`src/rtl/core/spq_pkg.sv`:
```
`default_nettype none

package spq_pkg;

    localparam int DEPTH   = 256;
    localparam int IDX_W   = 8;
    localparam int LEN_W   = 9;
    localparam int TRK_W   = 16;
    localparam int POS_W   = 9;
    localparam int STEP_W  = 16;
    localparam int REQ_W   = 4;
    localparam int STS_W   = 2;
    localparam int RPT_W   = 2;
    localparam int GEN_W   = 16;
    localparam int RNG_W   = 32;

    localparam logic [RNG_W-1:0] LCG_MUL   = 32'd1664525;
    localparam logic [RNG_W-1:0] LCG_ADD   = 32'd1013904223;
    localparam logic [RNG_W-1:0] RNG_SEED  = 32'h43505f36;
    localparam logic [GEN_W-1:0] GEN_RESET = 16'd1;

    localparam logic [STS_W-1:0] ST_OK      = 2'd0;
    localparam logic [STS_W-1:0] ST_INVALID = 2'd1;
    localparam logic [STS_W-1:0] ST_FULL    = 2'd2;

    localparam logic [RPT_W-1:0] RPT_NONE = 2'd0;
    localparam logic [RPT_W-1:0] RPT_ALL  = 2'd1;
    localparam logic [RPT_W-1:0] RPT_ONE  = 2'd2;

    typedef enum logic [REQ_W-1:0] {
        REQ_INSERT   = 4'd0,
        REQ_REMOVE   = 4'd1,
        REQ_NEXT     = 4'd2,
        REQ_PEEK     = 4'd3,
        REQ_CHECK    = 4'd4,
        REQ_START    = 4'd5,
        REQ_SHUF_ON  = 4'd6,
        REQ_SHUF_OFF = 4'd7,
        REQ_CLEAR    = 4'd8,
        REQ_READ     = 4'd9
    } req_t;

    typedef enum logic [5:0] {
        OP_IDLE, OP_LOAD, OP_FAIL, OP_FULL,
        OP_INS_SET, OP_UP_RD, OP_UP_WR, OP_INS_FIN,
        OP_RM_SET, OP_DN_RD, OP_DN_WR, OP_RM_FIN,
        OP_K_POS, OP_K_CUR, OP_K_TGT, OP_WRAP_GO, OP_WRAP_FIN,
        OP_SET_IDX, OP_SET_START, OP_PK_RD, OP_PK_CAP,
        OP_SHUF_EMPTY, OP_CUR_RD, OP_CUR_CAP, OP_CP_RD, OP_CP_WR,
        OP_FY_SET, OP_FY_RNG, OP_FY_DIV, OP_PICK,
        OP_SW_RD1, OP_SW_RD2, OP_SW_WR1, OP_SW_WR2,
        OP_RF_SET, OP_RF_RD, OP_RF_CMP, OP_SHUF_FIN,
        OP_CLEAR, OP_WAIT, OP_EMIT
    } op_t;

    typedef struct packed {
        op_t op;
    } cmd_t;

    typedef struct packed {
        logic [REQ_W-1:0] req;
        logic empty;
        logic full;
        logic in_range;
        logic rpt_all;
        logic hold;
        logic tgt_in;
        logic shuf;
        logic ptr_gt_r;
        logic dn_more;
        logic copy_done;
        logic ptr_zero;
        logic match;
        logic div_done;
        logic out_free;
    } sts_t;

endpackage

`default_nettype wire

```
`src/rtl/core/spq_div.sv`:
```
`default_nettype none

// Restoring remainder unit, one dividend bit per cycle.
module spq_div (
    input  wire logic                      clk,
    input  wire logic                      rst_n,
    input  wire logic                      start,
    input  wire logic [spq_pkg::RNG_W-1:0] dividend,
    input  wire logic [spq_pkg::LEN_W-1:0] divisor,
    output logic                           done,
    output logic [spq_pkg::LEN_W-1:0]      rem
);

    logic                      busy_reg;
    logic                      done_reg;
    logic [4:0]                cnt_reg;
    logic [spq_pkg::RNG_W-1:0] dvd_reg;
    logic [spq_pkg::LEN_W-1:0] dvs_reg;
    logic [spq_pkg::LEN_W-1:0] rem_reg;
    logic [spq_pkg::LEN_W:0]   trial;
    logic [spq_pkg::LEN_W:0]   rem_next;

    assign trial    = {rem_reg, dvd_reg[spq_pkg::RNG_W-1]};
    assign rem_next = (trial >= {1'b0, dvs_reg}) ? (trial - {1'b0, dvs_reg}) : trial;

    always_ff @(posedge clk or negedge rst_n)
    begin
        if (!rst_n)
        begin
            busy_reg <= 1'b0;
            done_reg <= 1'b0;
            cnt_reg  <= '0;
        end
        else
        begin
            done_reg <= 1'b0;
            if (start)
            begin
                busy_reg <= 1'b1;
                cnt_reg  <= '0;
            end
            else if (busy_reg)
            begin
                cnt_reg <= cnt_reg + 5'd1;
                if (cnt_reg == 5'd31)
                begin
                    busy_reg <= 1'b0;
                    done_reg <= 1'b1;
                end
            end
        end
    end

    always_ff @(posedge clk)
    begin
        if (start)
        begin
            dvd_reg <= dividend;
            dvs_reg <= divisor;
            rem_reg <= '0;
        end
        else if (busy_reg)
        begin
            dvd_reg <= {dvd_reg[spq_pkg::RNG_W-2:0], 1'b0};
            rem_reg <= rem_next[spq_pkg::LEN_W-1:0];
        end
    end

    assign done = done_reg;
    assign rem  = rem_reg;

`ifndef SYNTHESIS
    a_no_restart: assert property (@(posedge clk) disable iff (!rst_n)
        busy_reg |-> !start)
        else $error("remainder unit restarted while busy");
`endif

endmodule

`default_nettype wire

```
`config.mk`:
```
export PLATFORM = sky130hd
export DESIGN_NAME = spq_div
export DESIGN_NICKNAME = d
export VERILOG_FILES = /design/src/rtl/core/spq_pkg.sv /design/src/rtl/core/spq_div.sv
export SDC_FILE = /design/constraint.sdc
export NUM_CORES = 1
export LEC_CHECK = 0
export BUFFER_PORTS_ARGS = -buffer_cell sky130_fd_sc_hd__clkbuf_2
export CORE_UTILIZATION = 25
export CTS_BUF_LIST = sky130_fd_sc_hd__clkbuf_4 sky130_fd_sc_hd__clkbuf_8
export CTS_CLUSTER_DIAMETER = 150
export DETAILED_ROUTE_END_ITERATION = 8
export GPL_TIMING_DRIVEN = 0
export SLEW_MARGIN = 15
export SYNTH_ARGS = -nofsm -noshare
export SYNTH_HDL_FRONTEND = slang
export SYNTH_SLANG_ARGS = --single-unit
```
`constraint.sdc`:
```
create_clock -name clk -period 2.7 [get_ports clk]
set_input_delay 0.54 -clock clk [delete_from_list [all_inputs] [get_ports clk]]
set_output_delay 0.54 -clock clk [all_outputs]
set_load 0.01 [all_outputs]
```
* Word-level counts from Yosys, hierarchy flattened
Index checks and enable logic that the tools add are counted.
** Cells by class
- Mux-type cells :: 11
- Magnitude comparators :: 1
- Reduce and logical (&&, ||, !) cells :: 1
- Equality and inequality tests :: 1
- Add/subtract/negate cells :: 2
** Operators by type and width (count)
- 2-to-1 mux 32 bit :: 2
- >= comparator 10 x 9 -> 1 bit :: 1
- 2-to-1 mux 5 bit :: 2
- 2-to-1 mux 9 bit :: 1
- subtractor 9 bit :: 1
- 2-to-1 mux 1 bit :: 6
- adder 5 x 1 -> 5 bit, second input constant :: 1
- == test 5 bit, second input constant :: 1
- nonzero test 2 bit :: 1
** Word-level totals
- Register bits after elaboration :: 57
- Word-level logic and storage cells :: 22

* Longest topological paths before layout
Gate-level depths: netlist of the first run.
- Depth after elaboration :: 4
- Mapped depth :: 9

* Least setup slack after synthesis of the first run
No wires, ideal clock.
- Path kind :: reg2reg
- From :: register dvd_reg[31] (netlist name)
- To :: register rem_reg (netlist bit rem[1])
- Path buffers :: 0
- Slack :: 470 ps
- Clock period less this slack :: 2230 ps
- Cell stages (with the launch flop) :: 10
- Arrival :: 2145 ps
- Required time :: 2614 ps
- Cells stage by stage :: edfxtp_1 inv_1 ha_1 inv_1 fa_1 a211oi_1 o21a_1 o211ai_2 mux2i_1 a211oi_1
** On the way
- Longest elaborated chain between the ends :: 2
- Elaborated cells between the ends (all ways) :: 3
** Ends and longest elaborated chain
- from (decl) :: line spq_div.sv:17 : logic [spq_pkg::RNG_W-1:0] dvd_reg;
- from (signal assigned) :: line spq_div.sv:58 : dvd_reg <= dividend;
- from (signal assigned) :: line spq_div.sv:64 : dvd_reg <= {dvd_reg[spq_pkg::RNG_W-2:0], 1'b0};
- subtractor 9 bit / >= comparator 10 x 9 -> 1 bit (equally long branches) :: line spq_div.sv:24 : assign rem_next = (trial >= {1'b0, dvs_reg}) ? (trial - {1'b0, dvs_reg}) : trial;
- 2-to-1 mux 9 bit * :: line spq_div.sv:24
- to (signal assigned) :: line spq_div.sv:65 : rem_reg <= rem_next[spq_pkg::LEN_W-1:0];
- to (decl) :: line spq_div.sv:19 : logic [spq_pkg::LEN_W-1:0] rem_reg;
Every way passes the cells marked *; elsewhere a longest branch is shown, timed or not.
A chain may end at the register's enable or synchronous reset.

* Final worst setup path of the first run
- From :: register dvd_reg[31] (netlist name)
- To :: register rem_reg (netlist bit rem[3])
The elaborated chain is that of the path after synthesis.

==> results of run 1 <==
-- cell families (layout without fill, tap and decap cells) --
| family | count (synthesis) | count (layout) | share of synthesized area, % |
|---|---|---|---|
| mux | 39 | 39 | 15.3 |
| xor+xnor | 7 | 7 | 2.18 |
| simple gates | 47 | 47 | 8.95 |
| fa+ha+maj | 12 | 12 | 5.61 |
| flops | 57 | 57 | 56.5 |
| buf+inv | 22 | 91 | 3.03 |
| compound gates | 31 | 31 | 8.50 |
-- what timing repair did --
| action | in CTS | in global routing |
|---|---|---|
| setup endpoints to repair | 0 | 9 |
| buffers inserted | 0 | 0 |
| resized for setup | 0 | 1 |
-- layout make-up --
cell class,instances,area (um2)
plain buffers,10,40.0
multi-input cells,136,1140
inverters,12,45.0
fillers,1097,7420
clock inverters,6,82.6
repair buffers,53,265
clock buffers,10,131
flip-flops and latches,57,1590
well taps,140,175
-- per-stage QoR --
step	setup slack (ns)	hold WS, ns	area (um2)	power (mW)	utilization (%)
after floorplan	0.470	0.244	2810	1.77	-
after global placement	0.159	0.384	3250	1.99	29.9
after detailed placement	0.147	0.390	3250	2.01	29.9
after CTS	0.0995	0.0163	3460	2.90	31.8
after global routing	0.0378	0.0183	3470	3.07	31.9
final	0.254	0.0225	3470	2.88	31.9
-- routing by layer --
metal  GRT usage [%]  share of wire, %
met1            13.1                45
met2            17.7                47
met3            3.56               6.3
met4            5.87               2.0
met5               0                 0
-- Yosys cell counts, types with 2 or more instances --
| library cell | instances |
|---|---|
| inv_1 | 12 |
| and2_1 | 2 |
| a311oi_1 | 3 |
| xnor2_1 | 2 |
| clkbuf_1 | 6 |
| mux2i_1 | 8 |
| buf_1 | 2 |
| nor2_1 | 18 |
| nor3b_1 | 2 |
| a211oi_1 | 7 |
| a21oi_1 | 6 |
| mux2_2 | 31 |
| nand2b_1 | 3 |
| o211ai_1 | 4 |
| a21o_1 | 2 |
| buf_2 | 2 |
| ha_1 | 11 |
| nand3_1 | 3 |
| nand2_1 | 8 |
| xor2_1 | 5 |
| nand3b_1 | 2 |
| dfrtp_1 | 7 |
| dfxtp_1 | 9 |
| edfxtp_1 | 41 |
-- worst min-delay path by stage --
stage               startpoint          to  slack [ns]  cells past startpoint
floorplan                rst_n    busy_reg        0.24                      0
global placement         rst_n        done        0.38                      1
detailed placement       rst_n        done        0.39                      1
CTS                      rst_n  cnt_reg[4]        0.02                      1
global route             rst_n  cnt_reg[2]        0.02                      1
finish                   rst_n  cnt_reg[2]        0.02                      1
-- where the power goes --
group,total (mW),switching [mW],internal [mW]
Clock,0.877,0.352,0.525
Sequential,1.15,0.0866,1.06
Combinational,0.848,0.453,0.395
Total,2.88,0.892,1.98
==> results.txt, run 1 <==
Crit path capture type: flop
Total CTS buffers: 9
CP required: 2.96 ns
Leakage: 1.47 nW
Final wirelength: 5760 um
Syn Area/Cell: 13.1 um2
Max reg flops: 32
Max-Cap Viols: 0
Clk sinks: 57
Largest net degree at the start of global routing: 33
Most frequent cells in the layout: clkbuf_2, edfxtp_1, mux2_2, nor2_1, inv_1
CTS tree: yes
CP Depth: 9
Part of the cycle the worst path needs: 90.6%
Worst-path clk slew: 0.07 ns
FF-to-FF path depth: 9
Worst-margin pin slew: 0.739 ns
Syn_nets: 271
Gpl congestion: 0.759
Die area: 11700 um2
P&R area growth vs syn: 23.5%
GRT overflow: 0
Row count: 38
Power Density: 829 nW/um2
Worst setup SP type: flop
H-tree depth: 3
Number of global-route vias before repair: 1985
Gr usage total: 11.0%
CTS root buffer: clkbuf_8
Cell chain of the critical path: inv_1 > ha_1 > inv_1 > fa_1 > a211oi_2 > o21a_1 > o211ai_2 > mux2i_1 > a211oi_1
Reg2reg start: dvd_reg[31]
Hold_buf cts: 0
Port bufs: 53
Most common cell after layout, fill and taps aside: clkbuf_2
DR DRC count: 0
Initial Util: 25.8%
Mapped Area: 2810 um2
RSZ-0062 raised after global routing: false
Slew HR: 50.7%
Hpwl dp: 4040 um
CP arrival: 2.70 ns
Yosys top cell area share: 43.8%
Vias: 1892
R2R setup slack: 0.25 ns
Final setup viols: 0
ANT cells: 0
Critical R2R Capture: rem[3]
Setup TNS: 0 ns
Fin. Hold Viols: 0
Initial drt markers: 67
Post-route ant nets: 0
Status: completed
CP Capture Point: rem[3]
Synth async-reset ratio: 12.3%
WP buf/inv: 2
Top FF cell, synth: edfxtp_1
Slew Limit Fails: 0
Critical path's slowest cell: fa_1
Number of synthesized flops with an enable pin: 41
Worst-Skew Late Latency: 0.34 ns
Crit path largest cell delay: 0.42 ns
CP max FO: 7
Cell family with most CP delay: compound AO/OA/AOI/OAI gates
Vias per cell: 4.46
Cell variety after synth: 43
Core Area: 10900 um2
Largest cells by area after synthesis: edfxtp_1, mux2_2, dfxtp_1
Hold Crit Class: in -> async
Initial antenna violation count: 0
IO Pins: 54
Leading area contributor after synthesis: edfxtp_1
Kind of critical path: reg -> reg
Finished Layout Cells: 424
Chip Height: 108 um
Fmax: 0.409 GHz
Min Tclk post-route: 2.45 ns
Die X: 108 um
Clock Skews: 0.00923 ns
Synth warnings: 0
Crit path launch: dvd_reg[31]
Worst vdd ir: 280 uV
Per-cell routed wire length: 13.6 um
Pre-antenna DRT Iters: 4
Layout cell share with drive strength beyond 1: 38.4%
Clock buffer depth: 2
DP Cell Count: 408
Cell mode on critical path: inv_1
Syn Inst Count: 215
Register area share after synthesis: 56.5%
Global-route wire length before repair: 9670 um
# nets final: 335
Seq cells post-synth: 57
Power figures use the tool's default switching activity.
==> inputs of run 2 (changes only) <==
--- a/config.mk
+++ b/config.mk
@@ -6,11 +6,14 @@
 export NUM_CORES = 1
 export LEC_CHECK = 0
 export BUFFER_PORTS_ARGS = -buffer_cell sky130_fd_sc_hd__clkbuf_2
+export CELL_PAD_IN_SITES_DETAIL_PLACEMENT = 0
+export CELL_PAD_IN_SITES_GLOBAL_PLACEMENT = 1
 export CORE_UTILIZATION = 25
 export CTS_BUF_LIST = sky130_fd_sc_hd__clkbuf_4 sky130_fd_sc_hd__clkbuf_8
 export CTS_CLUSTER_DIAMETER = 150
 export DETAILED_ROUTE_END_ITERATION = 8
 export GPL_TIMING_DRIVEN = 0
+export PLACE_DENSITY_LB_ADDON = 0.1
 export SLEW_MARGIN = 15
 export SYNTH_ARGS = -nofsm -noshare
 export SYNTH_HDL_FRONTEND = slang
==> run 2 against run 1 <==
Net effect:
- wire length increased by 8.2%
- first-iteration DRC count decreased by 16%
- critical path type unchanged
- flip-flop and latch count stayed put
- clock power is 12% higher
==> results.txt, run 2 (same netlist as run 1, synthesis figures left out) <==
Worst setup SP type: flop
Leakage: 1.48 nW (+0.65%)
Final setup viols: 0 (unchanged)
RSZ-0062 raised after global routing: false
CTS root buffer: clkbuf_8
Row count: 38 (unchanged)
# Post-CTS Setup Buffers: 0 (unchanged)
H-tree depth: 3 (unchanged)
Most common cell after layout, fill and taps aside: clkbuf_2
GR Util met3: 4.88% (+1.3 points)
Final wirelength: 6240 um (+8.2%)
Power Density: 856 nW/um2 (+3.3%)
Gr usage total: 11.9% (+0.90 points)
Post-route ant nets: 0 (unchanged)
Slew HR: 48.7% (-2.1 points)
Hold_buf cts: 0 (unchanged)
Initial antenna violation count: 0 (unchanged)
Gpl congestion: 0.711 (-6.3%)
P&R area growth vs syn: 24.3%
Kind of critical path: reg -> reg
Hpwl dp: 4300 um (+6.5%)
Die X: 108 um (unchanged)
Min Tclk post-route: 2.48 ns (+0.0350 ns)
Largest net degree at the start of global routing: 33 (unchanged)
Core Area: 10900 um2 (unchanged)
Vias: 1841 (-2.7%)
Setup TNS: 0 ns (unchanged)
Worst-Skew Late Latency: 0.34 ns (about the same)
Multi-input gate area: 1140 um2 (unchanged)
Total CTS buffers: 9 (unchanged)
Per-cell routed wire length: 14.7 um (+8.2%)
Slew Limit Fails: 0 (unchanged)
GRT overflow: 0 (unchanged)
Global-route wire length before repair: 10100 um (+4.5%)
FF+latch area: 1590 um2 (unchanged)
Worst-margin pin slew: 0.770 ns (+0.0309 ns)
GR met1 Demand/Resource: 14.9% (+1.8 points)
Max-Cap Viols: 0 (unchanged)
Layout cell share with drive strength beyond 1: 37.7% (-0.70 points)
DR DRC count: 0 (unchanged)
# nets final: 335 (unchanged)
Fin. Hold Viols: 0 (unchanged)
CP required: 2.94 ns (-0.02 ns)
Worst vdd ir: 263 uV (-6.3%)
Status: completed
Clk sinks: 57 (unchanged)
Initial drt markers: 56 (-16%)
Worst-path clk slew: 0.07 ns (about the same)
Crit path capture type: flop
CP max FO: 7 (unchanged)
IO Pins: 54 (unchanged)
Die area: 11700 um2 (unchanged)
Part of the cycle the worst path needs: 91.9% (+1.3 points)
WHS: 0.0362 ns (+0.0137 ns)
Met2 Track Usage GR: 18.5% (+0.82 points)
ANT cells: 0 (unchanged)
Initial Util: 25.8% (unchanged)
Max reg flops: 32 (unchanged)
CP arrival: 2.73 ns (+0.03 ns)
CTS tree: yes
Clock buffer depth: 2 (unchanged)
Port bufs: 53 (unchanged)
Fmax: 0.403 GHz (-1.4%)
Vias per cell: 4.34 (-2.7%)
Most Crowded Layer GR: met2
Hold Crit Class: in -> async
Chip Height: 108 um (unchanged)
Placed inst area: 3250 um2 (unchanged)
Pre-antenna DRT Iters: 4 (unchanged)
Clock Skews: 0.0111 ns (+0.00183 ns)
Final Instance Area: 3490 um2 (+0.69%)
Number of global-route vias before repair: 1937 (-2.4%)
Most frequent cells in the layout: clkbuf_2, edfxtp_1, mux2_2, nor2_1, inv_1
R2R setup slack: 0.22 ns (-0.03 ns)
Fillcell total: 1133 (+3.3%)
-- run 2: cell count changes in the layout (fill, tap and decap cells not counted) --
cell        change
clkinvlp_4      -1
clkinv_1        +2
clkinv_4        +1
clkinv_2        -3
bufinv_16       +1
-- run 2: cell type report --
cell class,instances,share of cell area (%)
Tap cell,140,5.01
Timing Repair Buffer,53,7.59
Buffer,10,1.15
Clock inverter,6,3.04
Multi-Input combinational cell,136,32.7
Clock buffer,10,3.76
Sequential cell,57,45.4
Inverter,12,1.29
-- run 2: what timing repair did --
action | 4_1_cts | 5_1_grt
setup endpoints to repair | 0 | 8
hold endpoints to repair | 0 | 0
gates resized for setup | 0 | 1
-- run 2: worst max-delay path, stage by stage (launching register included) --
cell and delay, ns:
edfxtp_1 0.38, inv_1 0.07, ha_1 0.16, inv_1 0.05, fa_1 0.42, a211oi_2 0.34
o21a_1 0.27, o211ai_2 0.25, mux2i_1 0.20, a211oi_1 0.25
-- run 2: final timing paths --
check                            start         end  cells after the start
max                        dvd_reg[31]      rem[6]                      9
min                              rst_n        done                      1
max reg2reg                dvd_reg[31]      rem[6]                      9
min reg2reg                     rem[1]      rem[1]                      2
max in group asynchronous        rst_n    busy_reg                      1
min in group clk            divisor[7]  dvs_reg[7]                      1
-- run 2: layer usage --
metal	part of all wire, %	routed length (um)
met1	48	3010
met2	45	2800
met3	5.5	343
met4	1.3	78
met5	0	0
-- run 2: where the power goes --
part | switching, mW | leakage (nW) | internal, mW
clock network | 0.363 | 0.119 | 0.619
logic | 0.464 | 0.769 | 0.396
registers | 0.0854 | 0.593 | 1.06
-- run 2: through the flow --
step | cells | setup slack [ns] | util [%] | total power [mW]
final | 424 | 0.219 | 32.1 | 2.99
after global routing | 424 | 0.0374 | 32.1 | 3.19
after CTS | 424 | 0.0555 | 32.0 | 3.04
after detailed placement | 408 | 0.0453 | 29.9 | 2.04
after global placement | 408 | 0.0278 | 29.9 | 2.04
after floorplan | 215 | 0.470 | - | 1.77
==> inputs of run 3 (changes only) <==
--- a/config.mk
+++ b/config.mk
@@ -13,7 +13,7 @@
 export CTS_CLUSTER_DIAMETER = 150
 export DETAILED_ROUTE_END_ITERATION = 8
 export GPL_TIMING_DRIVEN = 0
-export PLACE_DENSITY_LB_ADDON = 0.1
+export PLACE_DENSITY_LB_ADDON = 0.08
 export SLEW_MARGIN = 15
 export SYNTH_ARGS = -nofsm -noshare
 export SYNTH_HDL_FRONTEND = slang
==> run 3 against run 2 <==
Net effect:
- non-clock buffer count is the same
- core utilization shrank 0.44 points
- setup slack gained 0.0071 ns
- cell count is the same
- sequential share of layout area grew 0.63 points
- worst hold slack gained 0.0014 ns
- largest power group unchanged
- highest routed layer unchanged
- clock power shrank 20%
- die area is the same
- via count grew 1.1%
- fmax grew 0.29%
- critical path type unchanged
==> results.txt, run 3 (same netlist as run 1, synthesis figures left out) <==
Status: completed
Fillcell total: 1142 (+0.79%)
Crit path capture type: flop
Most Crowded Layer GR: met2
FF+latch area: 1590 um2 (unchanged)
Initial Util: 25.8% (unchanged)
Die X: 108 um (unchanged)
Part of the cycle the worst path needs: 91.6% (-0.26 points)
Chip Height: 108 um (unchanged)
Final setup viols: 0 (unchanged)
Initial antenna violation count: 0 (unchanged)
CTS tree: yes
R2R setup slack: 0.23 ns (about the same)
CP Capture Point: rem[4]
Cell chain of the critical path: inv_1 > ha_1 > inv_1 > fa_1 > a211oi_2 > o21a_1 > o211ai_2 > mux2i_1 > a211oi_1
Placement Setup Slack: 0.0188 ns (-0.0265 ns)
Setup TNS: 0 ns (unchanged)
P&R area growth vs syn: 22.6%
GRT overflow: 0 (unchanged)
Global-route wire length before repair: 10000 um (-0.82%)
Pre-antenna DRT Iters: 4 (unchanged)
DP Cell Count: 408 (unchanged)
Crit path launch: dvd_reg[31]
Fin. Hold Viols: 0 (unchanged)
FF-to-FF path depth: 9 (unchanged)
DR DRC count: 0 (unchanged)
CP max FO: 7 (unchanged)
Power Density: 812 nW/um2 (-5.2%)
Clock buffer depth: 2 (unchanged)
Layout cell share with drive strength beyond 1: 37.7% (unchanged)
Vias: 1861 (+1.1%)
Max reg flops: 32 (unchanged)
H-tree depth: 3 (unchanged)
Largest net degree at the start of global routing: 33 (unchanged)
CP required: 2.94 ns (about the same)
CP arrival: 2.72 ns (about the same)
Worst vdd ir: 299 uV (+14%)
Worst-margin pin slew: 0.761 ns (-0.00942 ns)
Leakage: 1.46 nW (-1.6%)
Gr usage total: 11.8% (-0.14 points)
Row count: 38 (unchanged)
Core Area: 10900 um2 (unchanged)
Worst setup margin: 0.226 ns (+0.00707 ns)
Post-route ant nets: 0 (unchanged)
Most frequent cells in the layout: clkbuf_2, edfxtp_1, mux2_2, nor2_1, inv_1
GR met1 Demand/Resource: 14.0% (-0.86 points)
Gpl congestion: 0.684 (-3.8%)
RSZ-0062 raised after global routing: false
Slew Limit Fails: 0 (unchanged)
Per-cell routed wire length: 14.7 um (-0.27%)
Min Tclk post-route: 2.47 ns (-0.00707 ns)
Worst-path clk slew: 0.07 ns (about the same)
Total CTS buffers: 9 (unchanged)
GR Util met3: 4.58% (-0.30 points)
Crit path largest cell delay: 0.41 ns (about the same)
Max-Cap Viols: 0 (unchanged)
Finished Layout Cells: 424 (unchanged)
Number of global-route vias before repair: 1938 (+0.052%)
Hpwl dp: 4310 um (+0.15%)
Clock Skews: 0.0117 ns (+0.000627 ns)
IO Pins: 54 (unchanged)
Final wirelength: 6220 um (-0.27%)
Worst setup SP type: flop
Vias per cell: 4.39 (+1.1%)
Hold Crit Class: in -> async
Die area: 11700 um2 (unchanged)
Kind of critical path: reg -> reg
Clk sinks: 57 (unchanged)
Critical R2R Capture: rem[4]
Fmax: 0.404 GHz (+0.29%)
Hold_buf cts: 0 (unchanged)
Initial drt markers: 49 (-13%)
Cell mode on critical path: inv_1
Multi-input gate area: 1140 um2 (unchanged)
Met2 Track Usage GR: 19.0% (+0.50 points)
Worst-Skew Late Latency: 0.34 ns (about the same)
# nets final: 335 (unchanged)
Port bufs: 53 (unchanged)
Most common cell after layout, fill and taps aside: clkbuf_2
CTS root buffer: clkbuf_8
ANT cells: 0 (unchanged)
# Post-CTS Setup Buffers: 0 (unchanged)
Slew HR: 49.3% (+0.63 points)
Reg2reg start: dvd_reg[31]
Critical path's slowest cell: fa_1
run 3: changes by cell type in the layout (fill, tap and decap cells not counted):
cell	change
clkinvlp_4	+1
bufinv_16	-2
clkinv_2	+1
run 3: final cells by class:
type,instances,area share (%)
well taps,140,5.08
flip-flops and latches,57,46.0
clock inverters,6,1.71
clock buffers,10,3.81
inverters,12,1.31
repair buffers,53,7.70
plain buffers,10,1.16
multi-input cells,136,33.2
run 3: layer usage:
metal | wire [um] | part of all wire, % | vias up
li1 | - | - | 930
met1 | 2850 | 46 | 890
met2 | 3000 | 48 | 35
met3 | 300 | 4.8 | 6
met4 | 69 | 1.1 | 0
met5 | 0 | 0 | -
run 3: report_power, final:
part | total [mW] | internal, mW | switching, mW
registers | 1.15 | 1.06 | 0.0845
logic | 0.858 | 0.397 | 0.461
clock network | 0.790 | 0.430 | 0.360
run 3: worst min path at each step:
stage	slack, ns	end	cells after the start	start
after detailed placement	0.39	done	1	rst_n
after global placement	0.39	done	1	rst_n
after CTS	0.02	done	1	rst_n
after floorplan	0.24	busy_reg	0	rst_n
after global routing	0.02	done	1	rst_n
final	0.04	busy_reg	1	rst_n
run 3: timing repair:
| item | CTS | global route |
|---|---|---|
| gates resized for setup | 0 | 1 |
| hold endpoints to repair | 0 | 0 |
| setup endpoints to repair | 0 | 8 |
run 3: worst max-delay path, delay by kind of cell, from the launching register on:
kind,cells,cell delay (ns)
mux,1,0.20
fa+ha+maj,2,0.56
flops,1,0.39
buf+inv,2,0.12
compound gates,4,1.10
run 3: metrics by stage:
step	hold slack (ns)	instance area, um2	utilization [%]	power [mW]
after detailed placement	0.390	3250	29.9	2.04
after global placement	0.393	3250	29.9	2.05
after global routing	0.0158	3450	31.6	2.98
after CTS	0.0176	3440	31.6	2.85
final	0.0376	3450	31.6	2.80
after floorplan	0.244	2810	-	1.77
