## config.mk

```make
export PLATFORM = sky130hd
export DESIGN_NAME = spq_ctrl
export DESIGN_NICKNAME = d
export VERILOG_FILES = /design/src/rtl/core/spq_pkg.sv /design/src/rtl/core/spq_ctrl.sv
export SDC_FILE = /design/constraint.sdc
export NUM_CORES = 1
export LEC_CHECK = 0
export BUFFER_PORTS_ARGS = -buffer_cell sky130_fd_sc_hd__buf_2
export CORE_UTILIZATION = 50
export CTS_BUF_LIST = sky130_fd_sc_hd__clkbuf_8
export CTS_CLUSTER_SIZE = 16
export DETAILED_ROUTE_END_ITERATION = 16
export GPL_TIMING_DRIVEN = 0
export PLACE_DENSITY = 0.74
export SLEW_MARGIN = 10
export SYNTH_ARGS = -nofsm -noshare
export SYNTH_HDL_FRONTEND = slang
export SYNTH_SLANG_ARGS = --single-unit
```

## constraint.sdc

```tcl
create_clock -name clk -period 2.5 [get_ports clk]
set_input_delay 0.375 -clock clk [delete_from_list [all_inputs] [get_ports clk]]
set_output_delay 0.375 -clock clk [all_outputs]
set_load 0.1 [all_outputs]
```

## src/rtl/core/spq_pkg.sv

```systemverilog
`default_nettype none

package spq_pkg;

    localparam int DEPTH   = 256;
    localparam int IDX_W   = 8;
    localparam int LEN_W   = 9;
    localparam int TRK_W   = 16;
    localparam int POS_W   = 9;
    localparam int STEP_W  = 16;
    localparam int REQ_W   = 4;
    localparam int STS_W   = 2;
    localparam int RPT_W   = 2;
    localparam int GEN_W   = 16;
    localparam int RNG_W   = 32;

    localparam logic [RNG_W-1:0] LCG_MUL   = 32'd1664525;
    localparam logic [RNG_W-1:0] LCG_ADD   = 32'd1013904223;
    localparam logic [RNG_W-1:0] RNG_SEED  = 32'h43505f36;
    localparam logic [GEN_W-1:0] GEN_RESET = 16'd1;

    localparam logic [STS_W-1:0] ST_OK      = 2'd0;
    localparam logic [STS_W-1:0] ST_INVALID = 2'd1;
    localparam logic [STS_W-1:0] ST_FULL    = 2'd2;

    localparam logic [RPT_W-1:0] RPT_NONE = 2'd0;
    localparam logic [RPT_W-1:0] RPT_ALL  = 2'd1;
    localparam logic [RPT_W-1:0] RPT_ONE  = 2'd2;

    typedef enum logic [REQ_W-1:0] {
        REQ_INSERT   = 4'd0,
        REQ_REMOVE   = 4'd1,
        REQ_NEXT     = 4'd2,
        REQ_PEEK     = 4'd3,
        REQ_CHECK    = 4'd4,
        REQ_START    = 4'd5,
        REQ_SHUF_ON  = 4'd6,
        REQ_SHUF_OFF = 4'd7,
        REQ_CLEAR    = 4'd8,
        REQ_READ     = 4'd9
    } req_t;

    typedef enum logic [5:0] {
        OP_IDLE, OP_LOAD, OP_FAIL, OP_FULL,
        OP_INS_SET, OP_UP_RD, OP_UP_WR, OP_INS_FIN,
        OP_RM_SET, OP_DN_RD, OP_DN_WR, OP_RM_FIN,
        OP_K_POS, OP_K_CUR, OP_K_TGT, OP_WRAP_GO, OP_WRAP_FIN,
        OP_SET_IDX, OP_SET_START, OP_PK_RD, OP_PK_CAP,
        OP_SHUF_EMPTY, OP_CUR_RD, OP_CUR_CAP, OP_CP_RD, OP_CP_WR,
        OP_FY_SET, OP_FY_RNG, OP_FY_DIV, OP_PICK,
        OP_SW_RD1, OP_SW_RD2, OP_SW_WR1, OP_SW_WR2,
        OP_RF_SET, OP_RF_RD, OP_RF_CMP, OP_SHUF_FIN,
        OP_CLEAR, OP_WAIT, OP_EMIT
    } op_t;

    typedef struct packed {
        op_t op;
    } cmd_t;

    typedef struct packed {
        logic [REQ_W-1:0] req;
        logic empty;
        logic full;
        logic in_range;
        logic rpt_all;
        logic hold;
        logic tgt_in;
        logic shuf;
        logic ptr_gt_r;
        logic dn_more;
        logic copy_done;
        logic ptr_zero;
        logic match;
        logic div_done;
        logic out_free;
    } sts_t;

endpackage

`default_nettype wire

```

## src/rtl/core/spq_ctrl.sv

```systemverilog
`default_nettype none

module spq_ctrl (
    input  wire logic          clk,
    input  wire logic          rst_n,
    input  wire logic          in_valid,
    output logic               in_ready,
    input  wire spq_pkg::sts_t sts,
    output spq_pkg::cmd_t      cmd
);

    typedef enum logic [24:0] {
        S_IDLE     = 25'b1 << 0,
        S_DEC      = 25'b1 << 1,
        S_UP_RD    = 25'b1 << 2,
        S_UP_WR    = 25'b1 << 3,
        S_DN_RD    = 25'b1 << 4,
        S_DN_WR    = 25'b1 << 5,
        S_WRAP     = 25'b1 << 6,
        S_APPLY    = 25'b1 << 7,
        S_PK_RD    = 25'b1 << 8,
        S_PK_CAP   = 25'b1 << 9,
        S_CUR_CAP  = 25'b1 << 10,
        S_CP_RD    = 25'b1 << 11,
        S_CP_WR    = 25'b1 << 12,
        S_FY_SET   = 25'b1 << 13,
        S_FY_RNG   = 25'b1 << 14,
        S_FY_DIV   = 25'b1 << 15,
        S_FY_WAIT  = 25'b1 << 16,
        S_SW_RD1   = 25'b1 << 17,
        S_SW_RD2   = 25'b1 << 18,
        S_SW_WR1   = 25'b1 << 19,
        S_SW_WR2   = 25'b1 << 20,
        S_RF_RD    = 25'b1 << 21,
        S_RF_CMP   = 25'b1 << 22,
        S_SHUF_FIN = 25'b1 << 23,
        S_DONE     = 25'b1 << 24
    } state_t;

    state_t state_reg;
    state_t state_next;
    spq_pkg::op_t op;
    logic is_next;

    assign is_next = (sts.req == spq_pkg::REQ_NEXT);
    assign cmd.op  = op;

    always_comb
    begin
        state_next = state_reg;
        op         = spq_pkg::OP_IDLE;
        in_ready   = 1'b0;
        case (state_reg)
            S_IDLE:
            begin
                in_ready = 1'b1;
                if (in_valid)
                begin
                    op         = spq_pkg::OP_LOAD;
                    state_next = S_DEC;
                end
            end
            S_DEC:
            begin
                op         = spq_pkg::OP_FAIL;
                state_next = S_DONE;
                case (sts.req)
                    spq_pkg::REQ_INSERT:
                    begin
                        if (sts.full)
                        begin
                            op = spq_pkg::OP_FULL;
                        end
                        else
                        begin
                            op         = spq_pkg::OP_INS_SET;
                            state_next = S_UP_RD;
                        end
                    end
                    spq_pkg::REQ_REMOVE:
                    begin
                        if (sts.in_range)
                        begin
                            op         = spq_pkg::OP_RM_SET;
                            state_next = S_DN_RD;
                        end
                    end
                    spq_pkg::REQ_NEXT,
                    spq_pkg::REQ_PEEK:
                    begin
                        if (is_next && sts.hold)
                        begin
                            if (!sts.empty)
                            begin
                                op         = spq_pkg::OP_K_CUR;
                                state_next = S_APPLY;
                            end
                        end
                        else if (sts.empty)
                        begin
                            op = spq_pkg::OP_FAIL;
                        end
                        else if (sts.in_range)
                        begin
                            op         = spq_pkg::OP_K_POS;
                            state_next = is_next ? S_APPLY : S_PK_RD;
                        end
                        else if (sts.rpt_all)
                        begin
                            op         = spq_pkg::OP_WRAP_GO;
                            state_next = S_WRAP;
                        end
                    end
                    spq_pkg::REQ_CHECK:
                    begin
                        if (sts.in_range)
                        begin
                            op = spq_pkg::OP_K_POS;
                        end
                    end
                    spq_pkg::REQ_START:
                    begin
                        if (sts.tgt_in)
                        begin
                            op         = spq_pkg::OP_K_TGT;
                            state_next = S_APPLY;
                        end
                    end
                    spq_pkg::REQ_READ:
                    begin
                        if (sts.tgt_in)
                        begin
                            op         = spq_pkg::OP_K_TGT;
                            state_next = S_PK_RD;
                        end
                    end
                    spq_pkg::REQ_SHUF_ON,
                    spq_pkg::REQ_SHUF_OFF:
                    begin
                        if (sts.empty)
                        begin
                            op = spq_pkg::OP_SHUF_EMPTY;
                        end
                        else
                        begin
                            op         = spq_pkg::OP_CUR_RD;
                            state_next = S_CUR_CAP;
                        end
                    end
                    spq_pkg::REQ_CLEAR: op = spq_pkg::OP_CLEAR;
                    default:            op = spq_pkg::OP_FAIL;
                endcase
            end
            S_UP_RD:
            begin
                if (sts.ptr_gt_r)
                begin
                    op         = spq_pkg::OP_UP_RD;
                    state_next = S_UP_WR;
                end
                else
                begin
                    op         = spq_pkg::OP_INS_FIN;
                    state_next = S_DONE;
                end
            end
            S_UP_WR:
            begin
                op         = spq_pkg::OP_UP_WR;
                state_next = S_UP_RD;
            end
            S_DN_RD:
            begin
                if (sts.dn_more)
                begin
                    op         = spq_pkg::OP_DN_RD;
                    state_next = S_DN_WR;
                end
                else
                begin
                    op         = spq_pkg::OP_RM_FIN;
                    state_next = S_DONE;
                end
            end
            S_DN_WR:
            begin
                op         = spq_pkg::OP_DN_WR;
                state_next = S_DN_RD;
            end
            S_WRAP:
            begin
                op = spq_pkg::OP_WAIT;
                if (sts.div_done)
                begin
                    op         = spq_pkg::OP_WRAP_FIN;
                    state_next = is_next ? S_APPLY : S_PK_RD;
                end
            end
            S_APPLY:
            begin
                op = (sts.req == spq_pkg::REQ_START) ? spq_pkg::OP_SET_START
                                                      : spq_pkg::OP_SET_IDX;
                state_next = S_DONE;
            end
            S_PK_RD:
            begin
                op         = spq_pkg::OP_PK_RD;
                state_next = S_PK_CAP;
            end
            S_PK_CAP:
            begin
                op         = spq_pkg::OP_PK_CAP;
                state_next = S_DONE;
            end
            S_CUR_CAP:
            begin
                op = spq_pkg::OP_CUR_CAP;
                // reshuffle keeps the saved order
                if ((sts.req == spq_pkg::REQ_SHUF_ON) && sts.shuf)
                begin
                    state_next = S_FY_SET;
                end
                else
                begin
                    state_next = S_CP_RD;
                end
            end
            S_CP_RD:
            begin
                if (sts.copy_done)
                begin
                    if (sts.req == spq_pkg::REQ_SHUF_ON)
                    begin
                        op         = spq_pkg::OP_WAIT;
                        state_next = S_FY_SET;
                    end
                    else
                    begin
                        op         = spq_pkg::OP_RF_SET;
                        state_next = S_RF_RD;
                    end
                end
                else
                begin
                    op         = spq_pkg::OP_CP_RD;
                    state_next = S_CP_WR;
                end
            end
            S_CP_WR:
            begin
                op         = spq_pkg::OP_CP_WR;
                state_next = S_CP_RD;
            end
            S_FY_SET:
            begin
                op         = spq_pkg::OP_FY_SET;
                state_next = S_FY_RNG;
            end
            S_FY_RNG:
            begin
                if (sts.ptr_zero)
                begin
                    op         = spq_pkg::OP_RF_SET;
                    state_next = S_RF_RD;
                end
                else
                begin
                    op         = spq_pkg::OP_FY_RNG;
                    state_next = S_FY_DIV;
                end
            end
            S_FY_DIV:
            begin
                op         = spq_pkg::OP_FY_DIV;
                state_next = S_FY_WAIT;
            end
            S_FY_WAIT:
            begin
                op = spq_pkg::OP_WAIT;
                if (sts.div_done)
                begin
                    op         = spq_pkg::OP_PICK;
                    state_next = S_SW_RD1;
                end
            end
            S_SW_RD1:
            begin
                op         = spq_pkg::OP_SW_RD1;
                state_next = S_SW_RD2;
            end
            S_SW_RD2:
            begin
                op         = spq_pkg::OP_SW_RD2;
                state_next = S_SW_WR1;
            end
            S_SW_WR1:
            begin
                op         = spq_pkg::OP_SW_WR1;
                state_next = S_SW_WR2;
            end
            S_SW_WR2:
            begin
                op         = spq_pkg::OP_SW_WR2;
                state_next = S_FY_RNG;
            end
            S_RF_RD:
            begin
                if (sts.copy_done)
                begin
                    op         = spq_pkg::OP_SHUF_FIN;
                    state_next = S_DONE;
                end
                else
                begin
                    op         = spq_pkg::OP_RF_RD;
                    state_next = S_RF_CMP;
                end
            end
            S_RF_CMP:
            begin
                op         = spq_pkg::OP_RF_CMP;
                state_next = sts.match ? S_SHUF_FIN : S_RF_RD;
            end
            S_SHUF_FIN:
            begin
                op         = spq_pkg::OP_SHUF_FIN;
                state_next = S_DONE;
            end
            S_DONE:
            begin
                op = spq_pkg::OP_WAIT;
                if (sts.out_free)
                begin
                    op         = spq_pkg::OP_EMIT;
                    state_next = S_IDLE;
                end
            end
            default:
            begin
                state_next = S_IDLE;
            end
        endcase
    end

    always_ff @(posedge clk or negedge rst_n)
    begin
        if (!rst_n)
        begin
            state_reg <= S_IDLE;
        end
        else
        begin
            state_reg <= state_next;
        end
    end

`ifndef SYNTHESIS
    a_div_wait: assert property (@(posedge clk) disable iff (!rst_n)
        sts.div_done |-> ((state_reg == S_WRAP) || (state_reg == S_FY_WAIT)))
        else $error("remainder finished outside a wait state");
    a_dec_follows_load: assert property (@(posedge clk) disable iff (!rst_n)
        (op == spq_pkg::OP_LOAD) |=> (state_reg == S_DEC))
        else $error("accepted word not decoded");
`endif

endmodule

`default_nettype wire

```

* Yosys cells after proc, flatten, opt, wreduce, memory -nomap -nowiden
Index checks and enable logic that the tools add are counted.
** Word-level totals
- Input bits :: 21
- Latch bits :: 0
- Bits in registers :: 25
- Memories :: 0
- Word-level logic and storage cells :: 97
- Bits in writable memories :: 0
- Output and inout bits :: 7
- Memory bits (read-only) :: 0
** Cells by class
- Multiplexer cells :: 49
- Add/subtract/negate cells :: 0
- Divide/modulo/power cells :: 0
- Bitwise logic cells :: 0
- Shift operators :: 0
- Equality and inequality tests :: 38
- Reductions and logical operators :: 9
- Multiply operators :: 0
- $lt $le $gt $ge :: 0
** Operator list (count)
- $pmux 25 s22 :: 1
- $mux 25 :: 18
- $pmux 25 s6 :: 1
- $pmux 6 s25 :: 1
- $mux 22 :: 2
- $pmux 6 s7 :: 1
- $mux 4 :: 8
- $mux 6 :: 5
- $eq 25x1->1 const B :: 1
- $eq 25x10->1 const B :: 1
- $eq 25x11->1 const B :: 1
- $eq 25x12->1 const B :: 1
- $eq 25x13->1 const B :: 1
- $eq 25x14->1 const B :: 1
- $eq 25x15->1 const B :: 1
- $eq 25x16->1 const B :: 1
- $eq 25x17->1 const B :: 1
- $eq 25x18->1 const B :: 1
- $eq 25x19->1 const B :: 1
- $eq 25x2->1 const B :: 1
- $eq 25x20->1 const B :: 1
- $eq 25x21->1 const B :: 1
- $eq 25x22->1 const B :: 1
- $eq 25x23->1 const B :: 1
- other kinds (25) :: 43

* Depth between registers and ports, before layout
Gate-level depths: netlist (run 1).
- Depth in word-level cells :: 7
- Depth in mapped cells :: 8

* Worst setup path after synthesis (run 1)
Ideal clock, no wire load.
- Path kind :: register to output
- Start point :: reg state_reg[19]
- End point :: out cmd[2] (netlist bit)
- Data required time :: 2.125 ns
- Arrival time :: 3.543 ns
- Stages on the path, launching flop included :: 8
- Slack :: -1.418 ns
- Cells stage by stage :: dfrtp_1 buf_6 or4_4 nor4_2 nand3_2 nor4b_2 nand2_1 o2111ai_1
** RTL lines
- from (decl) :: line spq_ctrl.sv:40 : state_t state_reg;
- from (signal assigned) :: line spq_ctrl.sv:353 : state_reg <= state_next;
- to (decl) :: line spq_ctrl.sv:9 : output spq_pkg::cmd_t cmd

==> results.py, run 1 <==
metrics = {
    "yosys": {
        "ys_async_sr_fraction_pct": 100,
        "synth_warnings": 0,
        "yosysUniqueCellTypes": 63,
        "synth-seq-cells": 25,
        "synthFlopType": "dfrtp_1",
        "syn_area_per_cell_sq_um": 8.30,
        "synth_edf_count": 0,
        "seq_area_frac_synth_pct": 27.7,
        "syn_inst": 273,
        "synth_area_sq_um": 2260,
        "syn_nets": 294,
    },
    "final_layout": {
        "mostFrequentLayoutCells": "buf_4 (28), buf_2 (21), nor2_1 (21)",
        "nets": 357,
        "areaGrowthSynthToFinish_pct": 43.9,
        "postLayoutCoreUtil_pct": 74.8,
        "layout_commonest_cell": "buf_4",
        "num_antenna_cells": 0,
        "largest_reg_flops": 25,
        "drive_above_1_share_pct": 42.4,
    },
    "power": {
        "power.density_nw_per_um2": 655,
        "p_leak_nw": 1.34,
        "peakVddDrop_uv": 935,
    },
    "clock_tree": {
        "clockBufferDepth": 2,
        "cts_tree": "done",
        "clk_latency_ns": 0.28,
        "cts_sinks": 25,
        "cts_hold_buf": 0,
        "htree_levels": 1,
        "cts_root_buffer": "clkbuf_8",
        "numCtsBuffers": 3,
        "clk_pin_slew_ns": 0.10,
    },
    "worst_setup_path": {
        "cp_num_buf_inv": 2,
        "startpoint_type": "flop",
        "crit_type": "reg -> out",
        "path_cells": "buf_6, or4_4, nor4_4, nand3_4, or4b_4, o21ai_2, a2111o_2, buf_12",
        "critPathCapture": "cmd[4]",
        "cp_top_family": "simple AND/OR/NAND/NOR gates",
        "critical_path_depth": 8,
        "cp_max_fo": 5,
        "cp.required_ns": 2.12,
        "slowest_delay_ns": 0.59,
        "crit_start": "state_reg[10]$_DFFE_PN0P_",
        "critical-path-slowest-cell": "or4_4",
        "r2r_start": "state_reg[10]$_DFFE_PN0P_",
        "r2r-end": "state_reg[7]$_DFFE_PN0P_",
        "worstPathArrival_ns": 2.88,
        "rr_worst_depth": 9,
        "endpoint_kind": "output pin",
        "reg2reg_slack_ns": -0.37,
    },
    "routing": {
        "vias_per_cell": 6.89,
        "finalWirelength_um": 8110,
        "drt_iter0_drc": 251,
        "drc": 0,
        "post_drt_wl_per_cell_um": 20.9,
        "dr_total_vias": 2666,
        "ant_nets": 0,
        "drtPass1Iterations": 5,
    },
    "timing": {
        "slew_violations": 0,
        "worst_pin_slew_ns": 0.752,
        "fmax_mhz": 307,
        "fin_crit_ns": 3.26,
        "post-route-period-util_pct": 130,
        "fin_ws_ns": -0.758,
        "finalSetupViolations": 14,
        "finalClockSkew_ns": 0.00669,
        "hold_viol": 0,
        "rsz0062_at_grt": "true",
        "whs_ns": 0.0763,
        "max_slew_margin_pct": 48.5,
    },
    "hold_path": {
        "hold_path.class": "in -> async",
    },
    "grt": {
        "grt_max_degree": 26,
        "grt_overflow": 0,
        "grt_pass1_vias": 2424,
        "grt_pass1_wl_um": 12400,
        "grt_antenna_before_repair": 0,
        "grt_usage_pct": 32.4,
    },
    "place": {
        "port_buffers": 27,
        "place_hpwl_um": 5480,
        "gp_congestion": 0.990,
    },
    "floorplanning": {
        "rows": 24,
        "io_pins": 28,
        "die_w_um": 69.3,
        "initial_core_util_pct": 52.0,
        "core_region_area_sq_um": 4350,
        "die_y_um": 69.3,
        "dieArea_sq_um": 4800,
    },
    "flow_run": {
        "maxCapViolCount": 0,
    },
    "run_status": {
        "outcome": "complete, but fails checks",
        "violations": "negative setup slack",
    },
}
## metal layers
| metal | vias up | routed length, um | global-route usage (%) |
|---|---|---|---|
| met3 | 30 | 613 | 5.52 |
| met4 | 0 | 262 | 8.84 |
| met5 | - | 0 | 0 |
| met2 | 138 | 3800 | 50.9 |
| met1 | 1300 | 3430 | 45.9 |
| li1 | 1198 | - | - |
## timing repair
action,4_1_cts,5_1_grt
gates resized for setup,50,43
cloned,0,0
setup buffers,22,12
pin swaps,17,20
setup endpoints to repair,15,14
## synthesized netlist by cell type (all sizes together), types with 5 or more instances
cell type	count	area share [%]
clkbuf	6	0.99
inv	10	1.7
nand3b	7	2.3
nor4b	5	2.2
nor2	23	3.8
nand4	11	3.3
dfrtp	24	27
nand2b	7	1.9
nor3	20	4.9
nor2b	6	1.7
or4	7	2.5
a21oi	13	2.9
buf	6	1.8
o22ai	6	1.7
or3	10	2.8
nand2	17	2.8
o21ai	10	2.2
nand3	6	1.5
nor4	21	9.2
## power by group
part	switching [mW]	internal [mW]
combinational	0.820	0.576
sequential	0.0524	0.431
clock	0.143	0.110
## worst reg2reg max path: cells and delay by family, from the launching register on
family | cells | cell delay, ns
compound gates | 1 | 0.19
buf+inv | 3 | 0.43
flops | 1 | 0.38
simple gates | 5 | 1.78
## worst min path at each step
stage | depth (start not counted) | from | to
after CTS | 1 | rst_n | state_reg[23]$_DFFE_PN0P_
after global placement | 1 | rst_n | state_reg[23]$_DFFE_PN0P_
after detailed placement | 1 | rst_n | state_reg[23]$_DFFE_PN0P_
after global routing | 1 | rst_n | state_reg[20]$_DFFE_PN0P_
final | 1 | rst_n | state_reg[23]$_DFFE_PN0P_
after floorplan | 0 | rst_n | state_reg[10]$_DFFE_PN0P_
## area by class of cell
cell class              instances  area (sq um)
plain buffers                  10          71.3
multi-input cells             226          1900
well taps                      52          65.1
inverters                      10          37.5
repair buffers                 60           504
fillers                       299          1100
clock buffers                   3          41.3
flip-flops and latches         25           638
clock inverters                 1          3.75
## kinds of logic (layout without fill, tap and decap cells)
kind of cell    Yosys count  count (layout)  share of synthesized area, %
flops                    25              25                          27.7
buf+inv                  22              84                          4.47
simple gates            160             160                          46.0
compound gates           58              58                          18.7
mux                       1               1                         0.442
xor+xnor                  7               7                          2.71
## per-stage QoR
step                      area, sq um  cells  worst slack, ns  power [mW]  TNS, ns
final                            3260    387           -0.758        2.13    -5.50
after global routing             3260    387           -0.771        2.20    -6.09
after CTS                        2990    376           -0.694        1.90    -4.70
after detailed placement         2540    352           -0.880        1.35    -6.01
after global placement           2540    352           -0.910        1.35    -6.25
after floorplan                  2340    273           -0.685        1.18    -2.93
Note: power is estimated with default switching activity, not from simulation.
==> inputs of run 2 (changes only) <==
- CORE_UTILIZATION: 50 -> 55
- PLACE_DENSITY: 0.74 -> 0.8
==> run 2 against run 1 <==
Against the previous run:
- the run still ends with negative setup slack left
- hold slack lost 0.0040 ns
- total power shrank 0.32%
- register-to-register slack got worse by 0.10 ns
- cell count fell by 0.78%
- setup slack gained 0.0050 ns
- critical path depth unchanged
- sequential share of layout area about the same
==> results.py, run 2 (synthesized netlist as in run 1, its figures left out) <==
metrics = {
    "run_status": {
        "outcome": "complete, but fails checks",
        "violations": "negative setup slack",
    },
    "clock_tree": {
        "numCtsBuffers": 3,
        "cts_sinks": 25,
        "cts_hold_buf": 0,
        "clk_latency_ns": 0.28,
        "cts_tree": "done",
        "clockBufferDepth": 2,
        "clk_pin_slew_ns": 0.10,
        "htree_levels": 1,
        "cts_root_buffer": "clkbuf_8",
    },
    "worst_setup_path": {
        "startpoint_type": "flop",
        "cp_num_buf_inv": 2,
        "path_cells": "buf_6, or4_4, nor4_4, nand3_2, or4b_4, o21ai_2, a2111o_2, buf_12",
        "worstPathArrival_ns": 2.88,
        "critical-path-slowest-cell": "or4_4",
        "slowest_delay_ns": 0.58,
        "cp_top_family": "simple AND/OR/NAND/NOR gates",
        "crit_type": "reg -> out",
        "cp_max_fo": 7,
        "cp.required_ns": 2.12,
        "endpoint_kind": "output pin",
    },
    "routing": {
        "finalWirelength_um": 8370,
        "post_drt_wl_per_cell_um": 21.8,
        "drt_iter0_drc": 365,
        "drtPass1Iterations": 5,
        "dr_total_vias": 2807,
        "ant_nets": 0,
        "drc": 0,
        "vias_per_cell": 7.31,
    },
    "hold_path": {
        "hold_path.class": "in -> async",
    },
    "timing": {
        "fmax_mhz": 307,
        "slew_violations": 0,
        "worst_pin_slew_ns": 0.658,
        "finalSetupViolations": 13,
        "post-route-period-util_pct": 130,
        "fin_crit_ns": 3.25,
        "hold_viol": 0,
        "finalClockSkew_ns": 0.00420,
        "whs_ns": 0.0723,
        "max_slew_margin_pct": 56.0,
        "fin_ws_ns": -0.753,
        "rsz0062_at_grt": "true",
    },
    "grt": {
        "grt_pass1_vias": 2458,
        "grt_overflow": 0,
        "grt_antenna_before_repair": 0,
        "grt_usage_pct": 38.6,
        "grt_max_degree": 26,
        "grt_pass1_wl_um": 12600,
    },
    "final_layout": {
        "drive_above_1_share_pct": 40.5,
        "largest_reg_flops": 25,
        "layout_commonest_cell": "buf_4",
        "areaGrowthSynthToFinish_pct": 43.1,
        "mostFrequentLayoutCells": "buf_4 (28), buf_2 (22), nor2_1 (22)",
        "postLayoutCoreUtil_pct": 85.3,
        "nets": 358,
        "final_area_sq_um": 3240,
        "num_antenna_cells": 0,
    },
    "floorplanning": {
        "io_pins": 28,
        "initial_core_util_pct": 59.6,
        "die_w_um": 66.2,
        "rows": 22,
        "core_region_area_sq_um": 3800,
        "dieArea_sq_um": 4380,
        "die_y_um": 66.2,
    },
    "power": {
        "p_leak_nw": 1.33,
        "switching_share_pct": 48.0,
        "p_int_mw": 1.11,
        "switchingPower_mw": 1.02,
        "power_frac_seq_pct": 23.0,
        "power_mw": 2.13,
        "p_comb_share_pct": 64.6,
        "p_clk_share_pct": 12.4,
        "power.density_nw_per_um2": 656,
        "peakVddDrop_uv": 351,
    },
    "place": {
        "port_buffers": 27,
        "gp_congestion": 0.949,
        "place_hpwl_um": 5390,
        "postPlaceCellArea_sq_um": 2540,
    },
    "flow_run": {
        "maxCapViolCount": 0,
    },
}
## run 2: cell count changes in the layout (fill, tap and decap cells not counted), moves of 3 or more
cell | before | now
nor3_1 | 13 | 16
nor3_2 | 4 | 1
o32ai_2 | 4 | 1
o32ai_4 | 0 | 3
## run 2: metrics by stage
stage,setup TNS [ns],cells,setup slack [ns]
global placement,-5.55,348,-0.820
floorplan,-2.93,273,-0.685
global route,-7.24,384,-0.811
CTS,-5.02,374,-0.685
detailed placement,-6.25,348,-0.905
finish,-6.46,384,-0.753
## run 2: worst paths after layout
| check | startpoint | endpoint | slack [ns] | cells past startpoint |
|---|---|---|---|---|
| max | state_reg[10]$_DFFE_PN0P_ | cmd[4] | -0.75 | 8 |
| min | rst_n | state_reg[18]$_DFFE_PN0P_ | 0.07 | 1 |
| max reg2reg | state_reg[10]$_DFFE_PN0P_ | state_reg[6]$_DFFE_PN0P_ | -0.47 | 10 |
| min reg2reg | state_reg[10]$_DFFE_PN0P_ | state_reg[9]$_DFFE_PN0P_ | 0.56 | 2 |
| max in group asynchronous | rst_n | state_reg[8]$_DFFE_PN0P_ | 2.01 | 1 |
| min in group clk | sts[3] | state_reg[15]$_DFFE_PN0P_ | 0.29 | 2 |
## run 2: routing by layer
layer,global-route usage [%],up-vias,part of all wire [%]
li1,-,1205,-
met1,54.0,1299,38
met2,59.1,252,44
met3,6.90,51,13
met4,13.8,0,4.8
met5,0,-,0
## run 2: area by class of cell
type / count / area, sq um
clock buffers: 3 / 41.3
flip-flops and latches: 25 / 636
well taps: 48 / 60.1
inverters: 10 / 37.5
plain buffers: 9 / 62.6
clock inverters: 1 / 7.51
multi-input cells: 226 / 1880
repair buffers: 62 / 519
fillers: 207 / 558
## run 2: repair_timing
action | in CTS | in global routing
hold endpoints to repair | 0 | 0
resized for setup | 61 | 21
pin swaps | 19 | 19
setup endpoints to repair | 14 | 15
setup buffers | 23 | 12
## run 2: power by group through the flow
stage / logic (mW) / clock network, mW / registers, mW
after floorplan: 0.732 / 0 / 0.445
after global placement: 0.904 / 0 / 0.448
after detailed placement: 0.913 / 0 / 0.449
after CTS: 1.20 / 0.261 / 0.466
after global routing: 1.42 / 0.278 / 0.492
final: 1.37 / 0.265 / 0.488
